**src/hdl/scmp_pkg.sv**
```systemverilog
`default_nettype none
package scmp_pkg;
   localparam int ROWS_DEFAULT = 1024;
   localparam int ROW_W = 10;
   localparam int VAL_W = 64;
   localparam int TOL_W = 63;
   localparam logic [TOL_W-1:0] TOL_RESET = 63'h3CE0000000000000;
   localparam logic [VAL_W-1:0] NEG_DBL_MAX = 64'hFFEFFFFFFFFFFFFF;

   typedef enum logic [1:0] {
      REQ_CLEAR = 2'd0,
      REQ_ACC   = 2'd1,
      REQ_READ  = 2'd2,
      REQ_NONE  = 2'd3
   } req_kind_type;

   typedef enum logic [1:0] {
      ST_IDLE,
      ST_CLEAR,
      ST_ACC,
      ST_READ
   } state_type;

   typedef struct packed {
      logic capture;
      logic clear_step;
      logic do_acc;
      logic do_read;
   } cmd_type;

   typedef struct packed {
      logic clear_done;
   } status_type;

   // ieee less-than on raw bits; nan never compares
   function automatic logic fp_lt(input logic [63:0] a, input logic [63:0] b);
      logic a_nan;
      logic b_nan;
      logic a_zero;
      logic b_zero;
      logic res;
      a_nan = (a[62:52] == 11'h7FF) && (a[51:0] != 52'd0);
      b_nan = (b[62:52] == 11'h7FF) && (b[51:0] != 52'd0);
      a_zero = (a[62:0] == 63'd0);
      b_zero = (b[62:0] == 63'd0);
      if (a_nan || b_nan || (a_zero && b_zero)) begin
         res = 1'b0;
      end else if (a[63] != b[63]) begin
         res = a[63];
      end else if (a[63]) begin
         res = a[62:0] > b[62:0];
      end else begin
         res = a[62:0] < b[62:0];
      end
      return res;
   endfunction
endpackage
`default_nettype wire

```
**src/hdl/scmp_ctrl.sv**
```systemverilog
`default_nettype none
module scmp_ctrl (
   input  wire logic                 clock,
   input  wire logic                 reset,
   input  wire logic                 start,
   input  wire logic [1:0]           req_type,
   input  wire scmp_pkg::status_type status,
   output logic                      busy,
   output scmp_pkg::cmd_type         cmd
);
   import scmp_pkg::*;

   state_type state_ff, state_in;

   // reset leaves the controller sweeping the valid bits
   always_ff @(posedge clock) begin
      if (reset) begin
         state_ff <= ST_CLEAR;
      end else begin
         state_ff <= state_in;
      end
   end

   always_comb begin
      state_in = state_ff;
      cmd = '0;
      busy = 1'b1;
      case (state_ff)
         ST_IDLE: begin
            busy = 1'b0;
            cmd.capture = start;
            if (start) begin
               case (req_type)
                  REQ_CLEAR: state_in = ST_CLEAR;
                  REQ_ACC:   state_in = ST_ACC;
                  REQ_READ:  state_in = ST_READ;
                  default:   state_in = ST_IDLE;
               endcase
            end
         end
         ST_CLEAR: begin
            cmd.clear_step = 1'b1;
            if (status.clear_done) begin
               state_in = ST_IDLE;
            end
         end
         ST_ACC: begin
            cmd.do_acc = 1'b1;
            state_in = ST_IDLE;
         end
         ST_READ: begin
            cmd.do_read = 1'b1;
            state_in = ST_IDLE;
         end
         default: state_in = ST_IDLE;
      endcase
   end

`ifndef ASSERT_OFF
   a_idle_not_busy: assert property (@(posedge clock) disable iff (reset)
      (state_ff == ST_IDLE) |-> !busy) else $error("idle but busy");
   a_one_cmd: assert property (@(posedge clock) disable iff (reset)
      $onehot0({cmd.clear_step, cmd.do_acc, cmd.do_read})) else $error("cmd clash");
   a_acc_short: assert property (@(posedge clock) disable iff (reset)
      cmd.do_acc |=> !busy) else $error("acc not one cycle");
`endif
endmodule
`default_nettype wire

```
**config.mk**
```make
export PLATFORM = sky130hd
export DESIGN_NAME = scmp_ctrl
export DESIGN_NICKNAME = d
export VERILOG_FILES = /design/src/hdl/scmp_pkg.sv /design/src/hdl/scmp_ctrl.sv
export SDC_FILE = /design/constraint.sdc
export NUM_CORES = 1
export LEC_CHECK = 0
export BUFFER_PORTS_ARGS = -buffer_cell sky130_fd_sc_hd__buf_2
export CORE_AREA = 2 2 39 41
export CTS_CLUSTER_SIZE = 16
export DETAILED_ROUTE_END_ITERATION = 8
export DIE_AREA = 0 0 41 43
export GPL_ROUTABILITY_DRIVEN = 1
export HOLD_SLACK_MARGIN = 0.03
export PLACE_DENSITY_LB_ADDON = 0.25
export SLEW_MARGIN = 0
export SYNTH_ARGS = -nofsm -noshare
export SYNTH_HDL_FRONTEND = slang
export SYNTH_SLANG_ARGS = --single-unit
export TNS_END_PERCENT = 10
```
**constraint.sdc**
```tcl
create_clock -name clock -period 1.2 [get_ports clock]
set_clock_uncertainty 0.2 [all_clocks]
set_input_delay 0.12 -clock clock [delete_from_list [all_inputs] [get_ports clock]]
set_output_delay 0.12 -clock clock [all_outputs]
set_load 0.05 [all_outputs]
```
==> qor.yml <==
status: "finished with violations"
violations: "negative setup slack"
first_pass_iters: 1
timing.final.ws_setup_ns: -0.0919
yosysWarnings: 0
synth_fa_ha_area_share_pct: 16.9
cts.sinks: 2
r2r_slack_ns: 0.07
dp.cells: 42
required_ns: 0.88
wl_um: 346
wl_per_cell_um: 7.21
syn_inst: 16
p_leak_nw: 0.163
cp_data_arrival_time_ns: 0.97
io_buffers: 10
via_per_inst: 3.29
rsz0062_at_grt: "yes"
post-route-period-util_pct: 108
path_class: "register to output port"
insertion_delay_ns: 0.22
multi_input_area_sq_um: 109
final_common_cell: "buf_2"
largest_reg_flops: 2
cts_tree: "done"
die_h_um: 43
ioPinCount: 11
regArea_sq_um: 45.0
final-max-slew-violation-count: 0
place_area_sq_um: 224
cts_buffers: 3
max_clock_freq_mhz: 774
initial_core_util_pct: 10.7
crit_start: "state_ff[1]$_SDFFE_PP0P_"
crit-reg2reg-launch: "state_ff[1]$_SDFFE_PP0P_"
die_w_um: 41
finalHoldViolations: 0
grt_pass1_wl_um: 579
core_area_sq_um: 1380
setup_viol: 5
post-route-cell-area_sq_um: 324
hold_path_class: "primary input to register"
synth_compound_area_share_pct: 13.6
num_rows: 14
dp_hpwl_um: 286
vias: 158
synth_top_family_by_area: "simple AND/OR/NAND/NOR gates"
overflow: 0
layout-drive-gt1-share_pct: 68.8
period_needed_ns: 1.29
final_cell_mix: "buf_2, inv_1, buf_6"
regMostFlops: "state_ff"
synth_mux_area_share_pct: 0
ys_seq_elements: 2
n_antenna_cell: 0
area_growth_pct: 119
slew_headroom_pct: 85.0
nets: 42
start_kind: "register"
htreeDepth: 1
detail-route-antenna-nets: 0
synthSimpleGateAreaFrac_pct: 32.2
drv_cap: 0
ctsRootBufferMaster: "clkbuf_4"
drtIter0Drc: 0
total_power_mw: 0.331
nFillCells: 159
gr-usage-all-layers_pct: 5.11
gp_congestion: 0.648
clkTransAtPathRegs_ns: 0.03
antenna_found_initial: 0
clk_path_buf_depth: 2
ir_drop_v: 0.000201
synth_cell_type_count: 11
tightest_slew_ns: 0.223
die_area_sq_um: 1760
netlist_area_sq_um: 148
stdcell_count: 48
path_max_fanout: 5
postSynthAreaPerCell_sq_um: 9.23
pre_cts_slack_ns: 0.0388
grt_pass1_vias: 160
syn-num-nets: 24
power_density_nw_per_um2: 1020
reg_top3: "state_ff: 2 flops"
hold_start: "start"
synth_xor_xnor_area_share_pct: 0
end_kind: "output port"
utilization_pct: 23.4
drc_errors: 0
grt_max_degree: 6
yosysSeqAreaShare_pct: 27.1
## per-stage QoR
step	TNS, ns	hold WS, ns
after CTS	-0.370	0.0571
after floorplan	-0.225	0.0271
final	-0.319	0.0542
after global placement	0	0.135
after global routing	-0.526	0.0703
after detailed placement	0	0.128
## final cells by class
type | instances | share of cell area (%)
tap | 16 | 6.18
clock buffer | 3 | 6.95
timing repair buffer | 13 | 34.7
inverter | 4 | 4.63
sequential | 2 | 13.9
multi-input combinational | 10 | 33.6
## final timing paths
| path | to | cells past startpoint |
|---|---|---|
| worst min-delay path | state_ff[0]$_SDFFE_PP1P_ | 3 |
| worst max-delay path | busy | 2 |
| worst max register to register | state_ff[0]$_SDFFE_PP1P_ | 3 |
| worst min register to register | state_ff[0]$_SDFFE_PP1P_ | 2 |
## where the power goes
part | total (mW) | leakage, nW | internal, mW | switching, mW
clock network | 0.144 | 0.0138 | 0.110 | 0.0340
logic | 0.108 | 0.132 | 0.0516 | 0.0568
registers | 0.0786 | 0.0172 | 0.0712 | 0.00746
## cells by family (layout without fill, tap and decap cells)
kind of cell               after synthesis  count (layout)
DFF                                      2               2
AOI/OAI and AO/OA                        2               2
and+or+nand+nor                          6               6
adders and majority gates                2               2
buffers and inverters                    4              20
## what timing repair did
item	CTS	global route
setup buffers	1	0
endpoints found under the setup margin	5	5
endpoints found under the hold margin	2	0
pin swaps	1	0
hold buffers	2	0
resized for setup	15	1
## synth_stat cells (all sizes together)
master / number / area share (%)
nor3b: 1 / 8.5
o21ai: 1 / 3.4
and3: 1 / 4.2
ha: 2 / 17
inv: 4 / 10
and2: 1 / 5.1
dfxtp: 2 / 27
and2b: 1 / 5.9
or2: 1 / 4.2
nand2b: 1 / 4.2
o221ai: 1 / 10
## per-layer routing
metal	track usage [%]	vias up	part of all wire, %
li1	-	84	-
met4	8.00	0	0
met5	0	-	0
met3	0	0	6.9
met2	5.00	9	47
met1	7.32	65	46
## critical path: stages (launching register included)
cell,delay [ns]
dfxtp_2,0.34
or2_4,0.26
buf_8,0.15
(Power assumes the default switching activity.)
